`src/hw/rtl/cobs_rx_pkg.sv`:
```
// Shared types, status codes and the byte-wide CRC-16/CCITT update for the
// COBS frame receiver. No dependencies.
`timescale 1ns / 1ps
`default_nettype none

package cobs_rx_pkg;

  localparam int unsigned MAX_RAW_DEF = 512;
  localparam logic [15:0] CRC_SEED_RST = 16'hFFFF;
  localparam logic [15:0] CRC_POLY = 16'h1021;
  localparam logic [7:0]  CODE_FULL = 8'hFF;
  localparam logic [8:0]  LEN_MAX = 9'h1FF;

  typedef enum logic [2:0] {
    ST_GOOD   = 3'd0,
    ST_EMPTY  = 3'd1,
    ST_TRUNC  = 3'd2,
    ST_SHORT  = 3'd3,
    ST_CRCBAD = 3'd4
  } status_e;

  typedef struct packed {
    logic [7:0] out_byte;
    logic       end_of_frame;
    status_e    frame_status;
    logic [8:0] payload_length;
  } result_t;

  // MSB first, no reflection, no final xor
  function automatic logic [15:0] crc_update(input logic [15:0] crc, input logic [7:0] b);
    logic [15:0] c;
    c = crc ^ {b, 8'h00};
    for (int i = 0; i < 8; i++) begin
      if (c[15]) begin
        c = {c[14:0], 1'b0} ^ CRC_POLY;
      end else begin
        c = {c[14:0], 1'b0};
      end
    end
    return c;
  endfunction

endpackage

`default_nettype wire

```
`src/hw/rtl/cobs_rx_in_stage.sv`:
```
// Input register for raw link bytes.
// Depends on nothing outside this file.
`timescale 1ns / 1ps
`default_nettype none

module cobs_rx_in_stage (
  input  wire logic       clk_i,
  input  wire logic       rst_ni,
  input  wire logic       in_valid_i,
  output logic            in_ready_o,
  input  wire logic [7:0] in_byte_i,
  input  wire logic       take_i,
  output logic            item_valid_o,
  output logic [7:0]      item_byte_o
);

  logic       valid_q, valid_d;
  logic [7:0] byte_q;
  logic       load;

  assign in_ready_o = !valid_q || take_i;
  assign load       = in_valid_i && in_ready_o;

  always_comb begin
    valid_d = valid_q;
    if (load) begin
      valid_d = 1'b1;
    end else if (take_i) begin
      valid_d = 1'b0;
    end
  end

  always_ff @(posedge clk_i or negedge rst_ni) begin
    if (!rst_ni) begin
      valid_q <= 1'b0;
    end else begin
      valid_q <= valid_d;
    end
  end

  always_ff @(posedge clk_i) begin
    if (load) begin
      byte_q <= in_byte_i;
    end
  end

  assign item_valid_o = valid_q;
  assign item_byte_o  = byte_q;

endmodule

`default_nettype wire

```
`src/hw/rtl/cobs_rx_decode.sv`:
```
// Per-byte COBS decode, two-byte CRC hold line, running CRC and frame status.
// Depends on cobs_rx_pkg.
`timescale 1ns / 1ps
`default_nettype none

module cobs_rx_decode
  import cobs_rx_pkg::*;
#(
  parameter int unsigned MAX_RAW = MAX_RAW_DEF
) (
  input  wire logic        clk_i,
  input  wire logic        rst_ni,
  input  wire logic        fire_i,
  input  wire logic [7:0]  byte_i,
  input  wire logic [15:0] seed_i,
  output logic             res_valid_o,
  output result_t          res_o
);

  localparam int unsigned CW = $clog2(MAX_RAW + 1);
  localparam int unsigned RW = (CW > 10) ? CW : 10;

  logic [CW-1:0] raw_q, raw_d;
  logic [CW-1:0] dc_q, dc_d;
  logic [7:0]    left_q, left_d;
  logic [7:0]    code_q, code_d;
  logic          zp_q, zp_d;
  logic [7:0]    hold0_q, hold0_d, hold1_q, hold1_d;
  logic [1:0]    fill_q, fill_d;
  logic [15:0]   crc_q, crc_d;

  logic [15:0]   crc_base;
  logic [RW-1:0] released;
  logic          push;
  logic [7:0]    push_byte;
  status_e       status;

  assign crc_base = (dc_q <= CW'(2)) ? seed_i : crc_q;
  assign released = RW'(dc_q) - RW'(fill_q);

  always_comb begin
    if (left_q != 8'd0) begin
      status = ST_TRUNC;
    end else if (dc_q == '0) begin
      status = ST_EMPTY;
    end else if (dc_q == CW'(1)) begin
      status = ST_SHORT;
    end else if ({hold0_q, hold1_q} == crc_base) begin
      status = ST_GOOD;
    end else begin
      status = ST_CRCBAD;
    end
  end

  always_comb begin
    raw_d     = raw_q;
    dc_d      = dc_q;
    left_d    = left_q;
    code_d    = code_q;
    zp_d      = zp_q;
    hold0_d   = hold0_q;
    hold1_d   = hold1_q;
    fill_d    = fill_q;
    crc_d     = crc_q;
    push      = 1'b0;
    push_byte = byte_i;
    res_valid_o = 1'b0;
    res_o       = '{out_byte: 8'h00, end_of_frame: 1'b0, frame_status: ST_GOOD,
                    payload_length: 9'd0};

    if (fire_i) begin
      if (byte_i == 8'h00) begin
        res_valid_o          = 1'b1;
        res_o.end_of_frame   = 1'b1;
        res_o.frame_status   = status;
        res_o.payload_length = (released > RW'(LEN_MAX)) ? LEN_MAX : released[8:0];
        raw_d   = '0;
        dc_d    = '0;
        left_d  = 8'd0;
        code_d  = 8'd0;
        zp_d    = 1'b0;
        hold0_d = 8'h00;
        hold1_d = 8'h00;
        fill_d  = 2'd0;
        crc_d   = seed_i;
      end else if (raw_q < CW'(MAX_RAW)) begin
        raw_d = raw_q + CW'(1);
        if (left_q == 8'd0) begin
          push      = zp_q;
          push_byte = 8'h00;
          code_d    = byte_i;
          left_d    = byte_i - 8'd1;
          zp_d      = (byte_i == 8'd1);
        end else begin
          push   = 1'b1;
          left_d = left_q - 8'd1;
          if (left_q == 8'd1 && code_q != CODE_FULL) begin
            zp_d = 1'b1;
          end
        end

        if (push) begin
          dc_d = dc_q + CW'(1);
          if (fill_q[1]) begin
            res_valid_o    = 1'b1;
            res_o.out_byte = hold0_q;
            crc_d          = crc_update(crc_base, hold0_q);
            hold0_d        = hold1_q;
            hold1_d        = push_byte;
          end else begin
            if (fill_q[0]) begin
              hold1_d = push_byte;
            end else begin
              hold0_d = push_byte;
            end
            fill_d = fill_q + 2'd1;
          end
        end
      end
    end
  end

  always_ff @(posedge clk_i or negedge rst_ni) begin
    if (!rst_ni) begin
      raw_q   <= '0;
      dc_q    <= '0;
      left_q  <= 8'd0;
      code_q  <= 8'd0;
      zp_q    <= 1'b0;
      hold0_q <= 8'h00;
      hold1_q <= 8'h00;
      fill_q  <= 2'd0;
      crc_q   <= CRC_SEED_RST;
    end else begin
      raw_q   <= raw_d;
      dc_q    <= dc_d;
      left_q  <= left_d;
      code_q  <= code_d;
      zp_q    <= zp_d;
      hold0_q <= hold0_d;
      hold1_q <= hold1_d;
      fill_q  <= fill_d;
      crc_q   <= crc_d;
    end
  end

endmodule

`default_nettype wire

```
`src/hw/rtl/cobs_rx_out_stage.sv`:
```
// Result register toward the downstream stream port.
// Depends on cobs_rx_pkg.
`timescale 1ns / 1ps
`default_nettype none

module cobs_rx_out_stage
  import cobs_rx_pkg::*;
(
  input  wire logic clk_i,
  input  wire logic rst_ni,
  input  wire logic res_valid_i,
  input  result_t   res_i,
  output logic      ready_o,
  output logic      out_valid_o,
  input  wire logic out_ready_i,
  output result_t   out_o
);

  logic    valid_q, valid_d;
  result_t data_q;

  assign ready_o = !valid_q || out_ready_i;

  always_comb begin
    valid_d = valid_q;
    if (ready_o) begin
      valid_d = res_valid_i;
    end
  end

  always_ff @(posedge clk_i or negedge rst_ni) begin
    if (!rst_ni) begin
      valid_q <= 1'b0;
    end else begin
      valid_q <= valid_d;
    end
  end

  always_ff @(posedge clk_i) begin
    if (ready_o && res_valid_i) begin
      data_q <= res_i;
    end
  end

  assign out_valid_o = valid_q;
  assign out_o       = data_q;

endmodule

`default_nettype wire

```
`src/hw/rtl/cobs_crc16_frame_receiver.sv`:
```
// COBS frame receiver with CRC-16/CCITT check, top level.
// Depends on cobs_rx_pkg, cobs_rx_in_stage, cobs_rx_decode, cobs_rx_out_stage.
//
// Takes one raw link byte per cycle and sustains that rate while m_axis_tready
// stays high; a stalled output holds s_axis_tready low in the same cycle once the
// input register holds a byte. Each byte goes through an input register,
// combinational decode and CRC logic, and a result register. A zero byte
// closes the frame with a status item (tlast high). The two trailing
// decoded bytes are the big-endian CRC and are never sent as payload. Bytes
// of a bad frame are already sent when the status arrives; discard the frame
// on any nonzero status. Write crc_seed only while the link is idle.
`timescale 1ns / 1ps
`default_nettype none

module cobs_crc16_frame_receiver
  import cobs_rx_pkg::*;
#(
  parameter int unsigned MAX_RAW = MAX_RAW_DEF
) (
  input  wire logic        clk_i,
  input  wire logic        rst_ni,
  input  wire logic        s_axis_tvalid,
  output logic             s_axis_tready,
  input  wire logic [7:0]  s_axis_tdata,   // [7:0] rx_byte
  output logic             m_axis_tvalid,
  input  wire logic        m_axis_tready,
  output logic [23:0]      m_axis_tdata,   // [7:0] out_byte, [16:8] payload_length
  output logic             m_axis_tlast,   // end_of_frame
  output logic [2:0]       m_axis_tuser,   // [2:0] frame_status
  input  wire logic        cfg_we_i,
  input  wire logic [15:0] cfg_wdata_i     // crc_seed
);

  logic [15:0] seed_q;
  logic        item_valid;
  logic [7:0]  item_byte;
  logic        out_ready;
  logic        fire;
  logic        res_valid;
  result_t     res;
  result_t     out;

  always_ff @(posedge clk_i or negedge rst_ni) begin
    if (!rst_ni) begin
      seed_q <= CRC_SEED_RST;
    end else if (cfg_we_i) begin
      seed_q <= cfg_wdata_i;
    end
  end

  assign fire = item_valid && out_ready;

  cobs_rx_in_stage u_in (
    .clk_i        (clk_i),
    .rst_ni       (rst_ni),
    .in_valid_i   (s_axis_tvalid),
    .in_ready_o   (s_axis_tready),
    .in_byte_i    (s_axis_tdata),
    .take_i       (fire),
    .item_valid_o (item_valid),
    .item_byte_o  (item_byte)
  );

  cobs_rx_decode #(
    .MAX_RAW (MAX_RAW)
  ) u_dec (
    .clk_i       (clk_i),
    .rst_ni      (rst_ni),
    .fire_i      (fire),
    .byte_i      (item_byte),
    .seed_i      (seed_q),
    .res_valid_o (res_valid),
    .res_o       (res)
  );

  cobs_rx_out_stage u_out (
    .clk_i       (clk_i),
    .rst_ni      (rst_ni),
    .res_valid_i (res_valid),
    .res_i       (res),
    .ready_o     (out_ready),
    .out_valid_o (m_axis_tvalid),
    .out_ready_i (m_axis_tready),
    .out_o       (out)
  );

  assign m_axis_tdata = {7'd0, out.payload_length, out.out_byte};
  assign m_axis_tlast = out.end_of_frame;
  assign m_axis_tuser = out.frame_status;

endmodule

`default_nettype wire

```
`config.mk`:
```
export PLATFORM = sky130hd
export DESIGN_NAME = cobs_crc16_frame_receiver
export DESIGN_NICKNAME = d
export VERILOG_FILES = /design/src/hw/rtl/cobs_rx_pkg.sv /design/src/hw/rtl/cobs_rx_in_stage.sv /design/src/hw/rtl/cobs_rx_decode.sv /design/src/hw/rtl/cobs_rx_out_stage.sv /design/src/hw/rtl/cobs_crc16_frame_receiver.sv
export SDC_FILE = /design/constraint.sdc
export NUM_CORES = 1
export LEC_CHECK = 0
export BUFFER_PORTS_ARGS = -buffer_cell sky130_fd_sc_hd__buf_2
export CAP_MARGIN = 0
export CORE_ASPECT_RATIO = 1.1
export CORE_UTILIZATION = 54
export DETAILED_ROUTE_END_ITERATION = 6
export GPL_TIMING_DRIVEN = 0
export PLACE_DENSITY = 0.85
export SLEW_MARGIN = 20
export SYNTH_ARGS = -nofsm -noshare
export SYNTH_HDL_FRONTEND = slang
export SYNTH_SLANG_ARGS = --single-unit
```
`constraint.sdc`:
```
create_clock -name clk_i -period 2.3 [get_ports clk_i]
set_input_delay 0.46 -clock clk_i [delete_from_list [all_inputs] [get_ports clk_i]]
set_output_delay 0.46 -clock clk_i [all_outputs]
set_load 0.01 [all_outputs]
```
-- After elaboration in Yosys (flattened, before gate mapping)
Cells that the tools add are included.
- output and inout bits: 30
- bits in registers: 118
- input bits: 29
- logic and storage cells: 176
- equal/unequal tests: 7
- add/sub/neg operators: 6
- multiplexer cells: 95
- reduce and logical (&&, ||, !) cells: 31
- bitwise logic cells: 14
- magnitude comparators: 3
- operator list (operator ; number):
    $mux W16 ; 40
    $mux W8 ; 17
    $mux W13 ; 9
    $mux W10 ; 5
    $not A3 Y3 ; 8
    $add A10 B1 Y10 const B ; 2
    $eq A16 B16 Y1 ; 1
    $eq A8 B1 Y1 const B ; 2
    $logic_not A8 Y1 ; 2
    $reduce_and A4 Y1 ; 4
    $sub A8 B1 Y8 const B ; 2
    $xor A16 B16 Y16 ; 1
    $mux W1 ; 15
    $mux W3 ; 4
    $eq A10 B1 Y1 const B ; 1
    $gt A10 B9 Y1 const B ; 1
    $le A10 B2 Y1 const B ; 1
    $logic_not A10 Y1 ; 1
    $lt A10 B10 Y1 const B ; 1
    $reduce_bool A2 Y1 ; 5
    $reduce_or A5 Y1 ; 2
    $sub A10 B2 Y10 ; 1
    $mux W9 ; 1
    $reduce_and A3 Y1 ; 3
    other kinds (13) ; 27

-- Longest topological paths before layout
Gate-level depths: netlist (run 1).
- word-level depth: 58
- depth in mapped cells: 13
- gate-level depth less buffers: 11

-- Hierarchy
A second synthesis (run 1) with hierarchy kept.
- cells, all modules: 592
- area total of the unflattened synthesis: 6307.3 sq um
- by module, submodules not included (module ; seq. area each (sq um) ; cells each ; area an instance (sq um) ; times used):
    cobs_rx_decode ; 1796.7 ; 512 ; 4596.9 ; 1
    cobs_crc16_frame_receiver ; 420.4 ; 43 ; 732.0 ; 1
    cobs_rx_out_stage ; 655.6 ; 25 ; 684.4 ; 1
    cobs_rx_in_stage ; 265.3 ; 12 ; 294.0 ; 1

-- Worst setup path after synthesis (run 1)
Ideal clock, no wire load.
- path type: reg2reg
- start: reg u_in.byte_q[0], in the netlist u_in.item_byte_o[0]
- end: reg u_dec.zp_q
- data required time: 2.175 ns
- library setup time: 0.125 ns
- buffers on the path: 1
- cell stages (with the launch flop): 11
- data arrival time: 2.407 ns
- period minus slack after synthesis: 2.531 ns
- slack: -0.231 ns
- path through: edfxtp_1 > inv_1 > ha_1 > nor3b_2 > and2_1 > buf_6 > nand3_1 > inv_1 > a21oi_1 > o31a_1 > mux2_2
- cells in the longest elaborated chain, start to end: 4
- elaborated cells on any way between the ends: 8
- classes of those cells: eq/ne: 1; mux: 3; reduce/logical: 4
- RTL lines (item ; RTL line ; source):
    from (decl) ; cobs_rx_in_stage.sv:18 ; logic [7:0] byte_q;
    from (signal assigned) ; cobs_rx_in_stage.sv:43 ; byte_q <= in_byte_i;
    $eq A8 B1 Y1 ; cobs_rx_decode.sv:93 ; zp_d = (byte_i == 8'd1);
    $mux W1 ; cobs_rx_decode.sv:88 ; if (left_q == 8'd0) begin
    $mux W1 ; cobs_rx_decode.sv:86 ; end else if (raw_q < CW'(MAX_RAW)) begin
    $mux W1 ; cobs_rx_decode.sv:72 ; if (byte_i == 8'h00) begin
    to (signal assigned) ; cobs_rx_decode.sv:139 ; zp_q <= zp_d;
    to (decl) ; cobs_rx_decode.sv:27 ; logic zp_q, zp_d;
Several ways; a longest one is shown, not always the timed one. The select of a mux whose other input is x is not followed.
A chain may end at the register's enable or synchronous reset.

-- Worst setup path after layout (run 1)
- start: reg u_dec.dc_q[0]
- end: reg u_out.data_q, in the netlist u_out.out_o[11] (data pin)
- cells in the longest elaborated chain, start to end: 4
- elaborated cells on any way between the ends: 7
- classes of those cells: order compare: 1; eq/ne: 2; mux: 2; reduce/logical: 2
- RTL lines (item ; RTL line ; source):
    from (decl) ; cobs_rx_decode.sv:24 ; logic [CW-1:0] dc_q, dc_d;
    from (signal assigned) ; cobs_rx_decode.sv:126 ; dc_q <= '0;
    from (signal assigned) ; cobs_rx_decode.sv:136 ; dc_q <= dc_d;
    $le A10 B2 Y1 ; cobs_rx_decode.sv:38 ; assign crc_base = (dc_q <= CW'(2)) ? seed_i : crc_q;
    $mux W16 ; cobs_rx_decode.sv:38 ;
    $eq A16 B16 Y1 ; cobs_rx_decode.sv:48 ; end else if ({hold0_q, hold1_q} == crc_base) begin
    $mux W3 ; cobs_rx_decode.sv:48 ;
    to (signal assigned) ; cobs_rx_out_stage.sv:41 ; data_q <= res_i;
    to (decl) ; cobs_rx_out_stage.sv:20 ; result_t data_q;
Several ways; a longest one is shown, not always the timed one.

==> results of run 1 <==
-- repair_timing --
| action | in CTS | in global routing |
|---|---|---|
| setup endpoints to repair | 105 | 107 |
| setup buffers | 40 | 37 |
| cloned | 1 | 1 |
| gates resized for setup | 98 | 77 |
| pin swaps | 40 | 34 |
-- state kept, by name, summed over array words and instances, names as in the netlist, 10 cells and up --
name and flops:
u_dec.dc_q 10, u_dec.crc_q 16, u_dec.raw_q 10, seed_q 16
u_out.out_o 21
-- power by group --
group          switching [mW]  leakage (nW)  internal (mW)
combinational            4.31          2.19           3.80
sequential              0.853          1.32           2.98
clock                    1.00         0.282           1.68
-- cells in the final DEF (no fill, tap or decap), drive strengths merged, types with 11 or more instances in the layout --
master / n
and3: 15
a22o: 11
buf: 145
dfstp: 32
nor2b: 16
o21ai: 33
nor2: 61
nor3: 17
inv: 17
dfrtp: 57
edfxtp: 29
clkbuf: 34
nand3: 20
ha: 11
mux2: 22
nand2: 37
xnor2: 19
xor2: 25
nand2b: 23
a21oi: 40
-- per-stage QoR --
step | utilization | setup WS, ps
6_report | 0.7703 | -433.8
5_1_grt | 0.7703 | -499.3
3_3_place_gp | 0.6067 | -697.7
2_1_floorplan | - | -55.89
3_5_place_dp | 0.6087 | -723.6
4_1_cts | 0.7257 | -159.8
-- cell type report --
type / instances / area [sq um]
clock inverter: 12 / 135.1
inverter: 17 / 68.82
clock buffer: 20 / 436.7
multi-input combinational: 463 / 3707
tap: 150 / 187.7
buffer: 32 / 256.5
sequential: 118 / 3148
fill: 600 / 2663
timing repair buffer: 127 / 991.0
-- cell usage after synthesis (3+ instances only) --
master	n	area (sq um)
a21oi_1	40	200.2
buf_4	11	82.58
a22o_1	11	96.34
a31oi_1	5	31.28
nand2b_1	23	143.9
and3_1	15	93.84
nand4b_1	3	26.28
a2111oi_0	3	26.28
xor2_1	25	219.0
clkbuf_1	17	63.81
o21ai_0	32	160.2
nand4_1	9	56.30
and2_1	4	25.02
buf_2	5	25.02
or4_1	3	22.52
nand2_1	37	138.9
xnor3_1	3	67.56
inv_1	17	63.81
mux2i_1	9	90.09
a22oi_1	8	60.06
dfstp_2	32	840.8
nor4_1	5	31.28
buf_6	4	45.04
dfrtp_1	57	1426
a21o_1	6	45.04
mux2_2	22	247.7
nand3_1	20	100.1
nor3_1	16	80.08
o32ai_1	3	26.28
a32oi_1	6	52.55
or3_1	7	43.79
nor2_1	60	225.2
o2111ai_1	3	26.28
nor2b_1	16	100.1
xnor2_1	19	166.4
edfxtp_1	29	870.8
ha_1	11	137.6
-- worst paths after layout --
path / end / cells after the start / start
worst max-delay path: u_out.out_o[11] / 10 / u_dec.dc_q[0]
min in group clk_i: u_in.item_byte_o[2] / 1 / s_axis_tdata[2]
worst min-delay path: u_dec.hold0_q[3] / 1 / rst_ni
max in group asynchronous: seed_q[6] / 2 / rst_ni
worst min register to register: u_dec.crc_q[3] / 2 / u_dec.crc_q[3]
worst max register to register: u_out.out_o[11] / 10 / u_dec.dc_q[0]
-- worst max-delay path: stages (launching register included) --
cell       delay, ps
dfrtp_2          420
inv_2             90
ha_2             290
nand2b_1         200
buf_6            160
nand3_2          120
buf_6            180
mux2i_4          190
a22o_1           260
nor4_4           410
a2111oi_2        140
-- per-layer routing --
layer	track usage	up-vias	part of all wire
li1	-	2561	-
met5	0	-	0
met1	0.4012	3111	0.33
met3	0.08693	260	0.11
met2	0.5725	705	0.46
met4	0.2922	0	0.093
-- logic make-up (layout without fill, tap and decap cells) --
logic type               Yosys count  in the layout  share of synthesized area
buffers and inverters             57            208                    0.04550
adder cells (fa/ha/maj)           12             12                    0.02419
XOR/XNOR                          47             47                    0.06949
AO/OA/AOI/OAI                    134            134                     0.1367
other                              1              7                  0.0005754
AND/OR/NAND/NOR                  232            232                     0.1902
multiplexers                      31             31                    0.05183
flip-flops                       118            118                     0.4815
==> results.ini, run 1 <==
[status]
outcome=finished with violations
violations=design-rule violations, negative setup slack

[pwr]
total_power_mw=14.62
leakage_nw=3.794
irDropWorstVdd_mv=0.8826
cellPowerDensity_nw_per_um2=1637

[placement]
dp.cells=839
place_area_sq_um=7057
gp_congestion=0.9326
io_buffer_count=50
hpwlAfterDp_mm=10.82

[detailed_routing]
drtIter0Drc=1024
routed_wl_mm=24.42
first_pass_iters=7
wire_per_inst_microns=26.00
antenna_left=0
remaining_drc_errors=2
routed_via_density=7.068
vias=6637

[die]
rows=41
die_h_microns=117.2
initial_core_util=0.5622
die_w_microns=106.8
die-area_sq_um=12510
boundaryPins=59
core_sq_um=11590

[timing]
finalSetupViolations=42
relSlewSlack=0.5552
fin_setup_tns_ps=-6745
skew_ps=22.36
fin_crit_ps=2734
setup_ws_ps=-433.8
whs_ps=59.93
min_period_over_period=1.189
max_slew.worst_pin.slew_ps=667.2
hold_viol=0
rsz0062_at_grt=yes
fmax_mhz=365.8
maxSlewViolCount=0

[global_route]
grt_first_pass_wirelength_mm=32.61
antenna_found_initial=0
grt_pass1_vias=6277
grt.overflow.total=0
grt_max_degree=48
grt_usage=0.3537

[clock_network]
htree_levels=4
cts_tree=done
cts_buffer_depth=2
cts_root_buf=clkbuf_16
postCtsHoldBufs=0
cts_buffers=17
clock_latency_ps=440
clk_pin_slew_ps=70
cts_sinks=118

[setup_path]
cp.required_ps=2460
crit_type=flip-flop to flip-flop
crit_fanout=9
worstPathArrival_ps=2890
regToRegSetupSlack_ps=-430
cp-end-kind=flip-flop
worst_setup_path_start_kind=flip-flop

[final_layout]
antenna_cells=0
final_nets=817
area_growth_pct=37.03
drive_above_1_share=0.4157
fin_area_sq_um=8931
instances_no_fill=939

[job]
maxCapViolations=0

[hold_path]
hold_path_class=primary input to async pin

[logic_synthesis]
postSynthCellCount=632
yosysWarningCount=0
synth_edf_count=29
synth.distinct_cells=66
ys_seq_area_frac=0.4815
ys_ff_latch=118
syn_avg_cell_area_sq_um=10.31
syn_area_sq_um=6518
synthFlopType=dfrtp_1
synthArstFlopShare=0.7542

(Power assumes the default switching activity.)
==> inputs of run 2 (changes only) <==
- CORE_ASPECT_RATIO: 1.1 -> 2
- CORE_MARGIN: not set -> 8
==> results.ini, run 2 (synthesis results as in run 1) <==
[status]
outcome=finished with violations
violations=design-rule violations, negative setup slack

[placement]
dp.cells=836  ; -0.36%
io_buffer_count=50  ; unchanged
gp_congestion=0.9469  ; +1.5%
place_area_sq_um=7061  ; about the same
hpwlAfterDp_mm=11.16  ; +3.1%

[setup_path]
crit_fanout=5  ; -4
critical_path.max_stage_delay_ps=640  ; +220 ps
cp-end-kind=flip-flop
worst_path_max_delay_cell=or4_4
worst_setup_path_start_kind=flip-flop
worstSetupPathDepth=7  ; -3
crit_chain=buf_6 > or4_4 > buf_6 > a2111oi_4 > or2_4 > nor4b_4 > a2111oi_4
critPathBufInv=2  ; -1
crit_family=simple AND/OR/NAND/NOR gates
cp.required_ps=2520  ; +60 ps
worstPathArrival_ps=2880  ; about the same
crit_type=flip-flop to flip-flop
rr_worst_depth=7  ; -3
regToRegSetupSlack_ps=-360  ; +70 ps

[global_route]
grt_pass1_vias=5799  ; -7.6%
grt_max_degree=60  ; +25%
met3_usage=0.05463  ; -0.03230
grt_first_pass_wirelength_mm=31.06  ; -4.7%
grt_usage=0.2503  ; -0.1035
met1_usage=0.2785  ; -0.1227
grt.overflow.total=0  ; unchanged
met2_usage=0.4138  ; -0.1587
grt-busiest-layer=met2
antenna_found_initial=0  ; unchanged

[detailed_routing]
first_pass_iters=7  ; unchanged
routed_via_density=6.844  ; -3.2%
drtIter0Drc=929  ; -9.3%
antenna_left=0  ; unchanged
routed_wl_mm=25.72  ; +5.3%
remaining_drc_errors=1  ; -1
wire_per_inst_microns=27.33  ; +5.1%
vias=6440  ; -3.0%

[clock_network]
cts_buffers=17  ; unchanged
cts_buffer_depth=2  ; unchanged
cts_sinks=118  ; unchanged
clk_pin_slew_ps=60  ; about the same
htree_levels=4  ; unchanged
cts_root_buf=clkbuf_16
postCtsHoldBufs=0  ; unchanged
clock_latency_ps=430  ; about the same
cts_tree=done

[pwr]
leakage_nw=3.792  ; about the same
irDropWorstVdd_mv=1.148  ; +30%
cellPowerDensity_nw_per_um2=1600  ; -2.3%

[die]
die_h_microns=171.4  ; +46%
boundaryPins=59  ; unchanged
die-area_sq_um=16050  ; +28%
rows=57  ; +39%
initial_core_util=0.5440  ; -0.01820
die_w_microns=93.69  ; -12%
core_sq_um=11980  ; +3.3%

[timing]
setup_ws_ps=-363.1  ; +70.63 ps
fmax_mhz=375.5  ; +2.7%
skew_ps=10.00  ; -12.36 ps
hold_viol=0  ; unchanged
fin_setup_tns_ps=-5708  ; +1038 ps
whs_ps=206.9  ; +146.9 ps
min_period_over_period=1.158  ; -0.03071
fin_crit_ps=2663  ; -70.63 ps
relSlewSlack=0.6204  ; +0.06520
finalSetupViolations=70  ; +67%
max_slew.worst_pin.slew_ps=568.2  ; -99.00 ps
maxSlewViolCount=0  ; unchanged
rsz0062_at_grt=yes

[final_layout]
fin_area_sq_um=9039  ; +1.2%
drive_above_1_share=0.4332  ; +0.01753
final_common_cell=buf_4
final_nets=822  ; +0.61%
n_fill_cell=674  ; +12%
mostFrequentLayoutCells=buf_4 (71), nor2_1 (54), buf_2 (52), dfrtp_1 (50)
area_growth_pct=38.68
instances_no_fill=941  ; +0.21%
antenna_cells=0  ; unchanged
largest_register_ffs=21  ; unchanged

[hold_path]
hold_path_class=primary input to flip-flop
hold_depth=1

[job]
maxCapViolations=0  ; unchanged

[run 2: changes by cell type in the layout (fill, tap and decap cells not counted), moves of 3 or more]
cell	before	now
and3_1	15	7
and3_4	0	8
buf_12	8	5
buf_4	65	71
nor2_2	9	6
nor3_2	6	3
o21ai_1	7	2
o21ai_2	1	5
[run 2: final timing paths]
check,end,start
worst max register to register,u_out.out_o[11],u_dec.dc_q[6]
worst min register to register,u_dec.crc_q[3],u_dec.crc_q[3]
min in group asynchronous,u_dec.crc_q[9],rst_ni
max in group asynchronous,u_dec.dc_q[5],rst_ni
worst min-delay path,u_in.item_byte_o[1],s_axis_tdata[1]
worst max-delay path,u_out.out_o[11],u_dec.dc_q[6]
[run 2: worst reg2reg max path: cells and delay by family, from the launching register on]
kind,cells,cell delay [ps]
and+or+nand+nor,3,1000
AOI/OAI and AO/OA,2,750
DFF,1,370
buffers and inverters,2,320
[run 2: power breakdown]
group / total (mW) / internal, mW / switching [mW]
Clock: 2.55 / 1.57 / 0.980
Sequential: 3.83 / 2.98 / 0.848
Combinational: 8.08 / 3.67 / 4.41
[run 2: layout make-up]
cell class	instances	area [sq um]	share of cell area
multi-input cells	465	3834	0.4241
clock inverters	11	108.9	0.01204
clock buffers	21	440.4	0.04873
flip-flops and latches	118	3147	0.3481
repair buffers	131	996.0	0.1102
well taps	147	183.9	0.02035
inverters	17	76.32	0.008444
plain buffers	31	252.7	0.02796
[run 2: metal layers]
| layer | vias up | routed length, microns |
|---|---|---|
| met5 | - | 0 |
| met4 | 0 | 2283 |
| met3 | 219 | 2551 |
| met2 | 591 | 12710 |
| met1 | 3054 | 8173 |
| li1 | 2576 | - |
[run 2: repair_timing]
action / 4_1_cts / 5_1_grt
setup endpoints to repair: 105 / 95
buffers inserted: 30 / 47
pin swaps: 33 / 30
gates resized for setup: 88 / 96
cloned: 3 / 3
[run 2: through the flow]
stage | setup slack [ps] | total power, mW | util
detailed placement | -781.8 | 8.111 | 0.5893
global placement | -726.6 | 7.901 | 0.5868
CTS | -114.9 | 11.98 | 0.6844
floorplan | -55.89 | 6.964 | -
global route | -431.7 | 14.86 | 0.7544
finish | -363.1 | 14.46 | 0.7544
